==> src/design/olid_pkg.sv <==
`timescale 1ns / 1ps
// ----------------------------------------------------------------------------
// olid_pkg
// Shared types and constants for the ordered list insert/delete core.
// ----------------------------------------------------------------------------
package olid_pkg;

	localparam int VALUE_W     = 32;
	localparam int POS_W       = 5;
	localparam int LEN_OUT_W   = 6;
	localparam int MAX_RESULTS = 32;

	typedef enum logic [3:0] {
		REQ_APPEND     = 4'd0,
		REQ_INSERT     = 4'd1,
		REQ_PREPEND    = 4'd2,
		REQ_DROP_FIRST = 4'd3,
		REQ_DROP_LAST  = 4'd4,
		REQ_DROP_AT    = 4'd5,
		REQ_DROP_VALUE = 4'd6,
		REQ_LOCATE     = 4'd7,
		REQ_DROP_RANGE = 4'd8,
		REQ_DUMP       = 4'd9
	} req_t;

	typedef enum logic [1:0] {
		ST_OK      = 2'd0,
		ST_FULL    = 2'd1,
		ST_EMPTY   = 2'd2,
		ST_BAD_POS = 2'd3
	} status_t;

	typedef enum logic [2:0] {
		S_IDLE,
		S_MOVE,
		S_INS_WR,
		S_COMPACT,
		S_LOCATE,
		S_DUMP,
		S_REPORT
	} state_t;

	typedef struct packed {
		status_t              status;
		logic [LEN_OUT_W-1:0] length;
		logic                 has_item;
		logic [POS_W-1:0]     item_index;
		logic [VALUE_W-1:0]   item_value;
		logic                 last;
	} result_t;

endpackage

==> src/design/ordered_list_insert_delete_core.sv <==
`timescale 1ns / 1ps
// ----------------------------------------------------------------------------
// ordered_list_insert_delete_core
// Packed ordered list of signed 32-bit entries with insert/remove requests.
// ----------------------------------------------------------------------------
// Result items are registered. Append, insert and prepend add a write state
//   after the shift pass; a pass over the entries reads them through the
//   registered read port of the element store.
// Requests: one at a time, busy until done; a pass is paced by the single
//   read port of the element store (one entry a cycle).
// Reset: arst_n clears the length and the sequencer; stored entries are not
//   cleared. Result items cannot be stalled by the receiver.
module ordered_list_insert_delete_core import olid_pkg::*; #(
	parameter int CAPACITY = 32
) (
	input  logic                      clk,
	input  logic                      arst_n,
	input  logic                      start,
	input  logic [3:0]                req_type,
	input  logic signed [VALUE_W-1:0] value,
	input  logic [POS_W-1:0]          position,
	input  logic [POS_W-1:0]          position_end,
	output logic                      busy,
	output logic                      result_valid,
	output logic [1:0]                status,
	output logic [LEN_OUT_W-1:0]      length,
	output logic                      has_item,
	output logic [POS_W-1:0]          item_index,
	output logic signed [VALUE_W-1:0] item_value,
	output logic                      last
);

	localparam int AW = (CAPACITY > 1) ? $clog2(CAPACITY) : 1;

	// element store port
	logic               mem_we, mem_re;
	logic [AW-1:0]      mem_waddr, mem_raddr;
	logic [VALUE_W-1:0] mem_wdata, mem_rdata;

	result_t res;

	// Sequencer: decodes each item, runs the shift, compaction or scan pass
	// over the store, and registers every result item for one cycle.
	olid_ctrl #(
		.CAPACITY (CAPACITY)
	) u_ctrl (
		.clk          (clk),
		.arst_n       (arst_n),
		.start        (start),
		.req_type     (req_type),
		.value        (value),
		.position     (position),
		.position_end (position_end),
		.busy         (busy),
		.res_vld      (result_valid),
		.res          (res),
		.mem_we       (mem_we),
		.mem_waddr    (mem_waddr),
		.mem_wdata    (mem_wdata),
		.mem_re       (mem_re),
		.mem_raddr    (mem_raddr),
		.mem_rdata    (mem_rdata)
	);

	// Element store: reads run ahead of writes during a pass, so a write
	// never targets the entry being read in the same cycle.
	olid_mem #(
		.DEPTH (CAPACITY)
	) u_mem (
		.clk   (clk),
		.we    (mem_we),
		.waddr (mem_waddr),
		.wdata (mem_wdata),
		.re    (mem_re),
		.raddr (mem_raddr),
		.rdata (mem_rdata)
	);

	// unpack the registered result item onto the ports
	assign status     = res.status;
	assign length     = res.length;
	assign has_item   = res.has_item;
	assign item_index = res.item_index;
	assign item_value = res.item_value;
	assign last       = res.last;

endmodule

==> src/design/olid_mem.sv <==
`timescale 1ns / 1ps
// ----------------------------------------------------------------------------
// olid_mem
// Element store: one write port, one read port, registered read data.
// ----------------------------------------------------------------------------
module olid_mem import olid_pkg::*; #(
	parameter int DEPTH = 32,
	localparam int AW   = (DEPTH > 1) ? $clog2(DEPTH) : 1
) (
	input  logic               clk,
	input  logic               we,
	input  logic [AW-1:0]      waddr,
	input  logic [VALUE_W-1:0] wdata,
	input  logic               re,
	input  logic [AW-1:0]      raddr,
	output logic [VALUE_W-1:0] rdata
);

	logic [VALUE_W-1:0] mem_q [DEPTH];
	logic [VALUE_W-1:0] rdata_q;

	always_ff @(posedge clk) begin
		if (we) begin
			mem_q[waddr] <= wdata;
		end
		if (re) begin
			rdata_q <= mem_q[raddr];
		end
	end

	assign rdata = rdata_q;

endmodule

==> src/design/olid_ctrl.sv <==
`timescale 1ns / 1ps
// ----------------------------------------------------------------------------
// olid_ctrl
// Request sequencer: decodes a request, walks the element store through
// read-modify-write passes and produces the result items.
// ----------------------------------------------------------------------------
module olid_ctrl import olid_pkg::*; #(
	parameter int CAPACITY = 32,
	localparam int AW      = (CAPACITY > 1) ? $clog2(CAPACITY) : 1
) (
	input  logic                      clk,
	input  logic                      arst_n,
	input  logic                      start,
	input  logic [3:0]                req_type,
	input  logic signed [VALUE_W-1:0] value,
	input  logic [POS_W-1:0]          position,
	input  logic [POS_W-1:0]          position_end,
	output logic                      busy,
	output logic                      res_vld,
	output result_t                   res,
	output logic                      mem_we,
	output logic [AW-1:0]             mem_waddr,
	output logic [VALUE_W-1:0]        mem_wdata,
	output logic                      mem_re,
	output logic [AW-1:0]             mem_raddr,
	input  logic [VALUE_W-1:0]        mem_rdata
);

	localparam int LW = $clog2(CAPACITY + 1);
	localparam int CW = (LW > POS_W) ? LW + 1 : POS_W + 1;
	localparam int HW = $clog2(MAX_RESULTS + 1);

	state_t             state_q, state_d;
	logic [LW-1:0]      len_q;
	logic [CW-1:0]      rem_q, rd_q, wr_q, ins_q;
	logic [CW-1:0]      wa_s1, idx_s1, pend_idx_q;
	logic [VALUE_W-1:0] val_q;
	logic               ins_op_q, up_q, vld_s1, last_s1, pend_q;
	status_t            status_q;
	logic [HW-1:0]      hits_q;
	logic               res_vld_q;
	result_t            res_q;

	req_t          req;
	logic [CW-1:0] len_w, pos_w, pe_w, ins_pos;
	logic          empty, full;
	state_t        dec_state;
	status_t       dec_status;
	logic [CW-1:0] dec_rem, dec_rd, dec_wr, dec_len;
	logic          dec_up, dec_ins_op;

	logic    acc, issue, match, stop, scan_end, emit;
	result_t emit_res;

	assign acc      = start && (state_q == S_IDLE);
	assign busy     = (state_q != S_IDLE);
	assign match    = (mem_rdata == val_q);
	assign scan_end = (rem_q == '0) && !vld_s1;
	assign issue    = ((state_q == S_MOVE) || (state_q == S_COMPACT) ||
	                   (state_q == S_LOCATE) || (state_q == S_DUMP)) && (rem_q != '0);
	assign stop     = (state_q == S_LOCATE) && vld_s1 && match &&
	                  (HW'(hits_q + 1'b1) == HW'(MAX_RESULTS));

	// request decode, evaluated while idle
	always_comb begin
		req   = req_t'(req_type);
		len_w = CW'(len_q);
		pos_w = CW'(position);
		pe_w  = CW'(position_end);
		empty = (len_q == '0);
		full  = (len_w == CW'(CAPACITY));
		if (req == REQ_APPEND) begin
			ins_pos = len_w;
		end else if (req == REQ_INSERT) begin
			ins_pos = pos_w;
		end else begin
			ins_pos = '0;
		end
		dec_state  = S_REPORT;
		dec_status = ST_OK;
		dec_rem    = '0;
		dec_rd     = '0;
		dec_wr     = '0;
		dec_up     = 1'b0;
		dec_len    = len_w;
		dec_ins_op = 1'b0;
		unique case (req)
			REQ_APPEND, REQ_INSERT, REQ_PREPEND: begin
				dec_ins_op = 1'b1;
				if (full) begin
					dec_status = ST_FULL;
				end else if (ins_pos > len_w) begin
					dec_status = ST_BAD_POS;
				end else begin
					dec_state = S_MOVE;
					dec_rem   = len_w - ins_pos;
					dec_rd    = len_w - 1'b1;
					dec_wr    = len_w;
					dec_up    = 1'b1;
					dec_len   = len_w + 1'b1;
				end
			end
			REQ_DROP_FIRST: begin
				if (empty) begin
					dec_status = ST_EMPTY;
				end else begin
					dec_state = S_MOVE;
					dec_rem   = len_w - 1'b1;
					dec_rd    = CW'(1);
					dec_len   = len_w - 1'b1;
				end
			end
			REQ_DROP_LAST: begin
				if (empty) begin
					dec_status = ST_EMPTY;
				end else begin
					dec_len = len_w - 1'b1;
				end
			end
			REQ_DROP_AT: begin
				if (empty) begin
					dec_status = ST_EMPTY;
				end else if (pos_w >= len_w) begin
					dec_status = ST_BAD_POS;
				end else begin
					dec_state = S_MOVE;
					dec_rem   = len_w - pos_w - 1'b1;
					dec_rd    = pos_w + 1'b1;
					dec_wr    = pos_w;
					dec_len   = len_w - 1'b1;
				end
			end
			REQ_DROP_VALUE: begin
				if (empty) begin
					dec_status = ST_EMPTY;
				end else begin
					dec_state = S_COMPACT;
					dec_rem   = len_w;
				end
			end
			REQ_LOCATE: begin
				if (empty) begin
					dec_status = ST_EMPTY;
				end else begin
					dec_state = S_LOCATE;
					dec_rem   = len_w;
				end
			end
			REQ_DROP_RANGE: begin
				if (empty) begin
					dec_status = ST_EMPTY;
				end else if ((pos_w >= len_w) || (pe_w < pos_w) || (pe_w >= len_w)) begin
					dec_status = ST_BAD_POS;
				end else begin
					dec_state = S_MOVE;
					dec_rem   = len_w - pe_w - 1'b1;
					dec_rd    = pe_w + 1'b1;
					dec_wr    = pos_w;
					dec_len   = len_w - pe_w + pos_w - 1'b1;
				end
			end
			REQ_DUMP: begin
				if (!empty) begin
					dec_state = S_DUMP;
					dec_rem   = (len_w > CW'(MAX_RESULTS)) ? CW'(MAX_RESULTS) : len_w;
				end
			end
			default: begin
			end
		endcase
	end

	// next state
	always_comb begin
		state_d = state_q;
		unique case (state_q)
			S_IDLE: begin
				if (start) begin
					state_d = dec_state;
				end
			end
			S_MOVE: begin
				if (scan_end) begin
					state_d = ins_op_q ? S_INS_WR : S_REPORT;
				end
			end
			S_INS_WR: state_d = S_REPORT;
			S_COMPACT: begin
				if (scan_end) begin
					state_d = S_REPORT;
				end
			end
			S_LOCATE, S_DUMP: begin
				if (scan_end) begin
					state_d = S_IDLE;
				end
			end
			S_REPORT: state_d = S_IDLE;
			default:  state_d = S_IDLE;
		endcase
	end

	// memory controls and result items
	always_comb begin
		mem_re              = issue;
		mem_raddr           = rd_q[AW-1:0];
		mem_we              = 1'b0;
		mem_waddr           = wa_s1[AW-1:0];
		mem_wdata           = mem_rdata;
		emit                = 1'b0;
		emit_res.status     = ST_OK;
		emit_res.length     = LEN_OUT_W'(len_q);
		emit_res.has_item   = 1'b0;
		emit_res.item_index = '0;
		emit_res.item_value = '0;
		emit_res.last       = 1'b1;
		unique case (state_q)
			S_MOVE: mem_we = vld_s1;
			S_INS_WR: begin
				mem_we    = 1'b1;
				mem_waddr = ins_q[AW-1:0];
				mem_wdata = val_q;
			end
			S_COMPACT: begin
				mem_we    = vld_s1 && !match;
				mem_waddr = wr_q[AW-1:0];
			end
			S_LOCATE: begin
				if (vld_s1 && match && pend_q) begin
					emit                = 1'b1;
					emit_res.has_item   = 1'b1;
					emit_res.item_index = POS_W'(pend_idx_q);
					emit_res.item_value = val_q;
					emit_res.last       = 1'b0;
				end else if (scan_end) begin
					emit                = 1'b1;
					emit_res.has_item   = pend_q;
					emit_res.item_index = pend_q ? POS_W'(pend_idx_q) : '0;
					emit_res.item_value = pend_q ? val_q : '0;
				end
			end
			S_DUMP: begin
				if (vld_s1) begin
					emit                = 1'b1;
					emit_res.has_item   = 1'b1;
					emit_res.item_index = POS_W'(idx_s1);
					emit_res.item_value = mem_rdata;
					emit_res.last       = last_s1;
				end
			end
			S_REPORT: begin
				emit            = 1'b1;
				emit_res.status = status_q;
			end
			default: begin
			end
		endcase
	end

	// control registers
	always_ff @(posedge clk or negedge arst_n) begin
		if (!arst_n) begin
			state_q   <= S_IDLE;
			len_q     <= '0;
			rem_q     <= '0;
			vld_s1    <= 1'b0;
			pend_q    <= 1'b0;
			hits_q    <= '0;
			res_vld_q <= 1'b0;
		end else begin
			state_q   <= state_d;
			res_vld_q <= emit;
			vld_s1    <= issue && !stop;
			if (acc) begin
				len_q  <= LW'(dec_len);
				rem_q  <= dec_rem;
				pend_q <= 1'b0;
				hits_q <= '0;
			end else begin
				if (stop) begin
					rem_q <= '0;
				end else if (issue) begin
					rem_q <= rem_q - 1'b1;
				end
				if ((state_q == S_COMPACT) && scan_end) begin
					len_q <= LW'(wr_q);
				end
				if ((state_q == S_LOCATE) && vld_s1 && match) begin
					pend_q <= 1'b1;
					hits_q <= hits_q + 1'b1;
				end
			end
		end
	end

	// payload registers
	always_ff @(posedge clk) begin
		if (acc) begin
			ins_op_q <= dec_ins_op;
			val_q    <= value;
			ins_q    <= ins_pos;
			rd_q     <= dec_rd;
			wr_q     <= dec_wr;
			up_q     <= dec_up;
			status_q <= dec_status;
		end else begin
			if (issue) begin
				wa_s1   <= wr_q;
				idx_s1  <= rd_q;
				last_s1 <= (rem_q == CW'(1));
				rd_q    <= up_q ? rd_q - 1'b1 : rd_q + 1'b1;
				if (state_q == S_MOVE) begin
					wr_q <= up_q ? wr_q - 1'b1 : wr_q + 1'b1;
				end
			end
			if ((state_q == S_COMPACT) && vld_s1 && !match) begin
				wr_q <= wr_q + 1'b1;
			end
			if ((state_q == S_LOCATE) && vld_s1 && match) begin
				pend_idx_q <= idx_s1;
			end
		end
		if (emit) begin
			res_q <= emit_res;
		end
	end

	assign res_vld = res_vld_q;
	assign res     = res_q;

endmodule

==> config.mk <==
export PLATFORM = sky130hd
export DESIGN_NAME = ordered_list_insert_delete_core
export DESIGN_NICKNAME = d
export VERILOG_FILES = /design/src/design/olid_pkg.sv /design/src/design/ordered_list_insert_delete_core.sv /design/src/design/olid_mem.sv /design/src/design/olid_ctrl.sv
export SDC_FILE = /design/constraint.sdc
export NUM_CORES = 1
export LEC_CHECK = 0
export BUFFER_PORTS_ARGS = -buffer_cell sky130_fd_sc_hd__buf_4
export CAP_MARGIN = 20
export CORE_MARGIN = 10
export CORE_UTILIZATION = 35
export DETAILED_ROUTE_END_ITERATION = 12
export PLACE_DENSITY_LB_ADDON = 0.12
export SLEW_MARGIN = 20
export SYNTH_ARGS = -nofsm -noshare
export SYNTH_HDL_FRONTEND = slang
export SYNTH_SLANG_ARGS = --single-unit
==> constraint.sdc <==
create_clock -name clk -period 10.9 [get_ports clk]
set_input_delay 1.635 -clock clk [delete_from_list [all_inputs] [get_ports clk]]
set_output_delay 1.635 -clock clk [all_outputs]
set_load 0.05 [all_outputs]
Yosys cells after proc, flatten, opt, wreduce, memory -nomap -nowiden
Memories as Yosys holds them, arrays and structs flattened. A register that Yosys moved wholly into a read port is not among the register bits.
Index checks and enable logic that the tools add are counted.
{"block": "totals", "register_bits": 143, "ram_bits": 1024, "in_bits": 49, "out_inout_bits": 49, "wordCells": 220, "mem_count": 1}
{"name": "u_mem.mem_q", "words": 32, "word_bits": 32, "read_ports": 1, "rd_ports_with_merged_regs": 1, "wr": 1, "line": "olid_mem.sv:19", "text": "logic [VALUE_W-1:0] mem_q [DEPTH];"}
{"block": "op_classes", "addsub": 17, "magnitude_cmp": 5, "eq_ne": 31, "n_mux": 96, "bitwise": 2, "n_reduce_logical": 44}
{"op": "$mux W7", "n": 28}
{"op": "$mux W6", "n": 15}
{"op": "$pmux W39 S2", "n": 1}
{"op": "$mux W38", "n": 2}
{"op": "$mux W32", "n": 2}
{"op": "$pmux W7 S6", "n": 1}
{"op": "$mux W3", "n": 13}
{"op": "$mux W39", "n": 1}
{"op": "$sub A7 B1 Y7 const B", "n": 5}
{"op": "$eq A32 B32 Y1", "n": 1}
{"op": "$pmux W7 S4", "n": 1}
{"op": "$pmux W6 S4", "n": 1}
{"op": "$ne A3 B3 Y1 const B", "n": 7}
{"op": "$pmux W3 S7", "n": 1}
{"op": "$pmux W7 S3", "n": 1}
{"op": "$mux W5", "n": 4}
{"op": "$mux W2", "n": 9}
{"op": "$eq A4 B3 Y1 const B", "n": 4}
{"op": "$pmux W3 S5", "n": 1}
{"op": "$add A7 B1 Y7 const B", "n": 2}
{"op": "$sub A6 B5 Y7", "n": 2}
{"op": "$logic_and A1 B1 Y1", "n": 13}
{"op": "$add A5 B1 Y6 const B", "n": 2}
{"op": "$add A6 B1 Y6 const B", "n": 2}
{"op": "39 further kinds", "n": 76}

Longest topological paths before layout
Gate-level depths: netlist (run 1).
{"block": "logic_depth", "ltp_word": 9, "mapped_depth": 17, "depth_no_buf": 15}

Cells and area by module
Synthesis (run 1) repeated with hierarchy kept, for this count alone.
{"block": "unflattened", "cells_unflattened": 3097, "hier_area_um2": 49805.3}
{"module": "olid_mem", "n_inst": 1, "cells_per_inst": 2260, "area_each_um2": 40812.9, "seq_area_each_um2": 31710.4}
{"module": "olid_ctrl", "n_inst": 1, "cells_per_inst": 837, "area_each_um2": 8992.4, "seq_area_each_um2": 4078.9}

Worst setup path after synthesis (run 1)
No wires, ideal clock.
{"block": "synth_timing", "path_type": "reg2reg", "from": "register u_ctrl.val_q[20]", "to": "register u_ctrl.res_q (netlist bit u_ctrl.res[0]) (enable)", "setup_time_ps": 519, "arrival_time_ps": 4881, "required_time_ps": 10381, "path_slack_ps": 5500, "stages_incl_launch_ff": 7, "period_less_slack_ps": 5400, "path_cell_list": "edfxtp_1 -> xor2_1 -> nor4_1 -> and4_1 -> nand3_1 -> clkbuf_1 -> o21ai_0"}
{"block": "synth_between", "elab_chain_len": 5}
{"item": "start, declared", "line": "olid_ctrl.sv:37", "text": "logic [VALUE_W-1:0] val_q;"}
{"item": "start signal, assigned", "line": "olid_ctrl.sv:300", "text": "val_q <= value;"}
{"item": "$eq A32 B32 Y1", "line": "olid_ctrl.sv:57", "text": "assign match = (mem_rdata == val_q);"}
{"item": "$logic_and A1 B1 Y1 (2 in series)", "line": "olid_ctrl.sv:229", "text": "if (vld_s1 && match && pend_q) begin"}
{"item": "$mux W1", "line": "olid_ctrl.sv:229"}
{"item": "$pmux W1 S3", "line": "olid_ctrl.sv:217", "text": "unique case (state_q)"}
{"item": "via u_ctrl.emit", "line": "olid_ctrl.sv:52", "text": "logic acc, issue, match, stop, scan_end, emit;"}
{"item": "end signal, assigned", "line": "olid_ctrl.sv:324", "text": "res_q <= emit_res;"}
{"item": "end, declared", "line": "olid_ctrl.sv:42", "text": "result_t res_q;"}
The timed path passes the listed nets, and every way through them passes these cells.
A chain may end at the register's enable or synchronous reset.

==> results of run 1 <==
worst min path at each step:
stage / start / depth (start not counted) / endpoint / slack [ns]
floorplan: u_ctrl.rd_q[0] / 0 / u_ctrl.idx_s1[0] / 0.42
global placement: u_ctrl.idx_s1[2] / 0 / u_ctrl.pend_idx_q[2] / 0.44
detailed placement: u_ctrl.idx_s1[3] / 0 / u_ctrl.pend_idx_q[3] / 0.45
CTS: u_ctrl.idx_s1[3] / 0 / u_ctrl.pend_idx_q[3] / 0.45
global route: u_ctrl.idx_s1[3] / 0 / u_ctrl.pend_idx_q[3] / 0.46
finish: u_ctrl.idx_s1[3] / 0 / u_ctrl.pend_idx_q[3] / 0.45
cell families (layout without fill, tap and decap cells):
group                      after synthesis  in the layout  synth area share (%)
other                                    0              1                     0
xor gates and xnor gates                70             70                 1.248
buffers and inverters                  168            432                 1.475
DFF                                   1196           1196                 72.87
muxes                                  394            394                 16.36
AOI/OAI and AO/OA                      249            249                 3.508
adders and majority gates               51             51                 1.376
and+or+nand+nor                        324            324                 3.164
registers in the layout (all words and copies together) (netlist names), 2 cells and up:
name	cells
u_ctrl.rd_q	5
u_ctrl.len_q	6
u_ctrl.val_q	32
u_ctrl.wr_q	6
u_ctrl.res	47
u_mem.rdata	32
u_ctrl.status_q	2
u_ctrl.state_q	3
u_ctrl.wa_s1	5
u_mem.mem_q	1024
u_ctrl.ins_q	5
u_ctrl.pend_idx_q	5
u_ctrl.hits_q	6
u_ctrl.idx_s1	5
u_ctrl.rem_q	7
per-layer routing:
| metal | track usage, % | wire length, um | vias to the layer above |
|---|---|---|---|
| li1 | - | - | 10499 |
| met4 | 3.952 | 2282 | 2 |
| met5 | 0 | 13 | - |
| met2 | 28.79 | 68240 | 770 |
| met1 | 25.49 | 64340 | 14086 |
| met3 | 2.989 | 6931 | 149 |
metrics by stage:
| step | std cells | hold WS [ns] | utilization, % | power, W | cell area [um2] |
|---|---|---|---|---|---|
| 2_1_floorplan | 2452 | 0.4206 | - | 0.01029 | 49110 |
| 3_3_place_gp | 4358 | 0.4363 | 37.52 | 0.01224 | 52350 |
| 3_5_place_dp | 4358 | 0.4517 | 37.52 | 0.01233 | 52360 |
| 4_1_cts | 4592 | 0.4521 | 40.49 | 0.01664 | 56490 |
| 5_1_grt | 4592 | 0.4588 | 40.49 | 0.01715 | 56490 |
| 6_report | 4593 | 0.4528 | 40.49 | 0.01639 | 56500 |
final cells by class:
cell class              count  area, um2  area share [%]
diodes                      1      2.502        0.004429
clock buffers             168       3502           6.199
clock inverters            66      634.4           1.123
inverters                  48      181.4          0.3211
multi-input cells        1088      12880           22.79
flip-flops and latches   1196      35790           63.35
well taps                1876       2347           4.155
repair buffers            150       1164           2.060
worst reg2reg max path: stages, from the launching register on:
cell and delay (ns):
edfxtp_1 0.50, xor2_1 0.24, nor4_1 0.74, and4_1 0.45, nand3_1 0.54, a21oi_4 0.84
buf_4 0.48, a22oi_1 0.18, nor2_1 0.13
Yosys cell counts, types with 7 or more instances:
master / count
a211oi_1: 10
a21o_1: 13
a21oi_1: 39
a22oi_1: 45
a31oi_1: 12
and3_1: 9
buf_1: 12
buf_2: 33
clkbuf_1: 68
dfrtp_1: 25
edfxtp_1: 1171
ha_1: 46
inv_1: 45
mux2_2: 64
mux2i_1: 9
mux4_2: 320
nand2_1: 68
nand2b_1: 12
nand3_1: 29
nor2_1: 127
nor2b_1: 13
nor3_1: 15
nor4_1: 10
o211ai_1: 7
o21a_1: 7
o21ai_0: 40
o21ai_1: 10
o22ai_1: 11
xnor2_1: 24
xor2_1: 46
power groups by stage:
stage	registers [W]	logic, W	clock network [W]
after floorplan	0.00677	0.00352	0
after global placement	0.00679	0.00545	0
after detailed placement	0.00681	0.00552	0
after CTS	0.00672	0.00554	0.00438
after global routing	0.00676	0.00583	0.00456
final	0.00672	0.00540	0.00427
==> metrics, run 1 <==
chip width=394.6 um; Netlist cell types=between 80 and 90; main flop type after synthesis=edfxtp_1; Yosys reg bits=1,196; drc violations=0; Sink Count=between 1,000 and 1,500; Yosys top cell area share=a little under three quarters; Ports=a little under 100; critical path endpoint category=flip-flop; CP delay by family, top=simple AND/OR/NAND/NOR gates; die area=155,700 um2; drt pass-1 iters=5; filler instances=12,463; gr usage total=17.90%; FF-to-FF path depth=8; Fin Setup TNS=0 ns; max-cap violation count=0; flop-to-flop setup slack=approximately 6.6 ns; Syn Nets=2,552; DP Wirelength=~77,000 um; setup ws final=6.648 ns; Root Driver=clkbuf_16; Mapped Area=approximately 49,000 um2; P&R area growth vs syn=15.04%; die height=between 300 and 400 um; 1st-iter DRT viols=2,243; Leak Pwr=roughly 18 nW; Cells after Synth=about 2,500; DRT antenna net count=0; pre-CTS WS=a little over 6 ns; htree depth=4; global-route wire length before repair=201,000 um; Cell Rows=around 140; worst hold path class=reg2reg; pwr dens=roughly 290 nW/um2; fin nets=about 2,700; top fanout value on the critical path=20; Routed WL=141,800 um; PostCTS Resize Cnt=0; Worst-path clk slew=about 0.060 ns; switch share=between 30% and 40%; Synth area leader=edfxtp_1; sequential share of the synthesized area=between 70 and 80%; Yosys warning count=0; Critical Path Start=u_ctrl.val_q[25]; RSZ-0062 raised after global routing=false; Initial Util=35.20%; crit path launch type=flip-flop; Sw Pwr=0.005521 W; port bufs=a little under 100; worst path arrival time=~5 ns; internal power=0.01087 W; share of cells above drive strength 1=28.83%; CTS Buffer Depth=3; Tcrit/Tclk final=between 30% and 40%; CP bufs+invs=1; Reg2Reg Launch Point=u_ctrl.val_q[25]; core area=roughly 140,000 um2; Post-synth EDFFs=roughly 1,200; worst path required time=about 12 ns; largest net degree at the start of global routing=roughly 130; Logic pwr share=33.0%; Worst-Skew Late Latency=roughly 0.77 ns; RR Endpoint=u_ctrl.res[6]; Worst path depth=8; minimum clock period=roughly 4.3 ns; Avg Inst Size Synth=between 20 and 25 um2; Fin. Hold Viols=0; critical path's slowest cell=a21oi_4; post-CTS setup buffer count=0; worst stage delay on the critical path=0.84 ns; Hold-fix buffers, CTS=0; Congestion Overflow GR=0; WL per Instance=30.87 um; Max-slew headroom=between 20% and 30%; critical path type=reg2reg; TritonCTS clock tree=done; initial antenna violation count=2; Setup violations, final=0; Setup crit end=u_ctrl.res[6]; skew final=slightly below 0.05 ns; worst IR drop on VDD=0.2016 mV; measured slew at the worst slew-check pin=1.116 ns; Clock Power Share=about a quarter; CP Cell Sequence=xor2_1, nor4_1, and4_1, nand3_1, a21oi_4, buf_4, a22oi_1, nor2_1; Synth area leaders=edfxtp_1 72%, mux4_2 15%, mux2_2 1.5%, dfrtp_1 1.3%, ha_1 1.2%; FMAX=between 200 and 250 MHz; Post-synth ARST share=2.090%; Via-to-Cell Ratio=between 5 and 6; Max Slew Vio Count=0; vias in the first global route=approximately 26,000; cts bufs inserted=roughly 130; GP Congestion=approximately 0.83; share of power burned in registers=around two fifths; commonest cells after routing, fill and taps aside=1,171 x edfxtp_1, 320 x mux4_2, 147 x buf_4; Vias=around 26,000; commonest non-fill, non-tap cell in the layout=edfxtp_1; status=finished, final reports clean
Note: power is estimated with default switching activity, not from simulation.
==> run 2: changes to the inputs <==
clock period = 3.8 ns   (was 10.9 ns; I/O delays follow)
==> run 2 against run 1 <==
Sequential share of layout area decreased by 2.4 points; clock power increased to 3.0 times the previous value; clock skew decreased by 0.014 ns; critical path type unchanged; largest cell class unchanged.
==> metrics, run 2 (same netlist as run 1, synthesis figures left out) <==
status=finished, final reports clean (unchanged); worst IR drop on VDD=0.4594 mV (was 0.2016 mV); vias in the first global route=26,711 (was 26,071); commonest cells after routing, fill and taps aside=1,171 x edfxtp_1, 320 x mux4_2, 190 x buf_4 (was 1,171 x edfxtp_1, 320 x mux4_2, 147 x buf_4); Final Util=42.09% (was 40.49%); die area=155,700 um2 (unchanged); P&R area growth vs syn=19.58% (was 15.04%); Logic pwr share=33.9% (was 33.0%); Cell Rows=137 (unchanged); Worst-Skew Late Latency=0.76 ns (was 0.77 ns); Fin. Hold Viols=0 (unchanged); worst path required time=4.26 ns (was 11.51 ns); Largest register FFs=1,024 (unchanged); DP Wirelength=90,370 um (was 77,240 um); pwr dens=826.1 nW/um2 (was 290.2 nW/um2); Max-slew headroom=30.38% (was 25.59%); Max Slew Vio Count=0 (unchanged); Leak Pwr=18.89 nW (was 17.89 nW); core area=139,500 um2 (unchanged); Setup violations, final=0 (unchanged); Biggest register=u_mem.mem_q (unchanged); Sw Pwr=0.01620 W (was 0.005521 W); 1st-iter DRT viols=2,292 (was 2,243); internal power=0.03232 W (was 0.01087 W); Vias=25,758 (was 25,506); fin nets=2,859 (was 2,716); met2 WL post-DR=71,830 um (was 68,240 um); gr usage total=18.36% (was 17.90%); commonest non-fill, non-tap cell in the layout=edfxtp_1 (unchanged); Worst-path clk slew=0.06 ns (about the same); drt pass-1 iters=5 (unchanged); Final Cell Area=58,730 um2 (was 56,500 um2); hold path startpoint=value[5] (was u_ctrl.idx_s1[3]); Via-to-Cell Ratio=5.426 (was 5.553); share of cells above drive strength 1=31.45% (was 28.83%); Tcrit/Tclk final=94.95% (was 39.01%); Critical Path Start=u_ctrl.val_q[28] (was u_ctrl.val_q[25]); worst path arrival time=4.07 ns (was 4.87 ns); top fanout value on the critical path=15 (was 20); Reg2Reg Launch Point=u_ctrl.val_q[28] (was u_ctrl.val_q[25]); measured slew at the worst slew-check pin=1.033 ns (was 1.116 ns); placed cell areas=54,020 um2 (was 52,360 um2); worst hold path class=in2reg (was reg2reg); die height=394.6 um (unchanged); Routed WL=144,900 um (was 141,800 um); share of power burned in registers=39.5% (was 41.0%); DRT antenna net count=0 (unchanged); chip width=394.6 um (unchanged); total power=0.04852 W (was 0.01639 W); htree depth=4 (unchanged); cts bufs inserted=135 (was 132); max-cap violation count=0 (unchanged); global-route wire length before repair=205,300 um (was 201,000 um); Clock Power Share=26.5% (was 26.1%); drc violations=0 (unchanged); crit path launch type=flip-flop (unchanged); filler instances=12,329 (was 12,463); largest net degree at the start of global routing=76 (was 133); critical path type=reg2reg (unchanged); GP Congestion=0.8794 (was 0.8287); FMAX=277.2 MHz (was 235.2 MHz); Root Driver=clkbuf_16 (unchanged); initial antenna violation count=0 (was 2); minimum clock period=3.608 ns (was 4.252 ns); ANT cells=0 (was 1); CTS Buffer Depth=3 (unchanged); Ports=98 (unchanged); Met1 Wirelength=62,790 um (was 64,340 um); critical path endpoint category=flip-flop (unchanged); Congestion Overflow GR=0 (unchanged); port bufs=97 (unchanged); Met3 Wirelength=7072 um (was 6931 um); WL per Instance=30.51 um (was 30.87 um); skew final=0.03491 ns (was 0.04864 ns); Highest Signal Layer=met4 (was met5); Sink Count=1,196 (unchanged); TritonCTS clock tree=done (unchanged); Initial Util=35.20% (unchanged); RSZ-0062 raised after global routing=false (unchanged); switch share=33.39% (was 33.68%)
## run 2: changes by cell type in the layout (fill, tap and decap cells not counted), moves of 2 or more
| cell | delta |
|---|---|
| buf_12 | +67 |
| buf_4 | +43 |
| dlygate4sd3_1 | +30 |
| clkinv_1 | +7 |
| bufinv_16 | +5 |
| clkbuf_16 | +4 |
| clkinvlp_4 | +4 |
| clkbuf_1 | -2 |
| clkinv_4 | -2 |
## run 2: final timing paths
| path | slack, ns | cells after the start | endpoint |
|---|---|---|---|
| worst min register to register | 0.46 | 0 | u_ctrl.pend_idx_q[0] |
| worst max-delay path | 0.19 | 11 | u_mem.mem_q[30][29] |
| worst min-delay path | 0.07 | 1 | u_ctrl.val_q[5] |
| max in group asynchronous | 3.18 | 2 | u_ctrl.rem_q[0] |
| min in group asynchronous | 0.31 | 2 | u_ctrl.res_vld |
| worst max register to register | 0.19 | 11 | u_mem.mem_q[30][29] |
## run 2: metal layers
| layer | global-route usage [%] | vias up |
|---|---|---|
| met3 | 3.260 | 186 |
| met2 | 30.65 | 775 |
| met5 | 0 | - |
| li1 | - | 10780 |
| met1 | 24.66 | 14017 |
| met4 | 4.942 | 0 |
## run 2: final cells by class
| class | count | area, um2 | share of cell area [%] |
|---|---|---|---|
| Sequential cell | 1196 | 35790 | 60.94 |
| Multi-Input combinational cell | 1088 | 12880 | 21.92 |
| Clock buffer | 171 | 3608 | 6.144 |
| Timing Repair Buffer | 290 | 3128 | 5.326 |
| Tap cell | 1876 | 2347 | 3.997 |
| Clock inverter | 78 | 798.3 | 1.359 |
| Inverter | 48 | 181.4 | 0.3089 |
## run 2: critical path: stages (launching register included)
cell and delay (ns):
edfxtp_1 0.53, xor2_1 0.29, nor4_2 0.67, nand4_1 0.36, buf_4 0.25, o31ai_1 0.24
a21oi_1 0.12, buf_4 0.17, nand2_1 0.14, buf_4 0.21, nor2_4 0.06, buf_4 0.24
## run 2: power by group through the flow
| stage | Clock, W | Sequential (W) | Combinational, W |
|---|---|---|---|
| after CTS | 0.0132 | 0.0192 | 0.0169 |
| final | 0.0129 | 0.0192 | 0.0165 |
| after global placement | 0 | 0.0194 | 0.0166 |
| after global routing | 0.0137 | 0.0193 | 0.0177 |
| after detailed placement | 0 | 0.0194 | 0.0168 |
| after floorplan | 0 | 0.0194 | 0.0101 |
## run 2: what timing repair did
item	4_1_cts	5_1_grt
resized for setup	1	0
hold buffers	30	0
setup endpoints to repair	1025	0
setup buffers	0	0
hold endpoints to repair	54	0
## run 2: metrics by stage
stage	worst slack, ns	std cells	hold slack, ns	setup TNS [ns]
floorplan	0.3020	2452	0.2744	0
global placement	-0.2590	4468	0.4375	-150.23
detailed placement	-0.2334	4468	0.4514	-129.28
CTS	0.1557	4747	0.003395	0
global route	0.02554	4747	0.02514	0
finish	0.1920	4747	0.07203	0
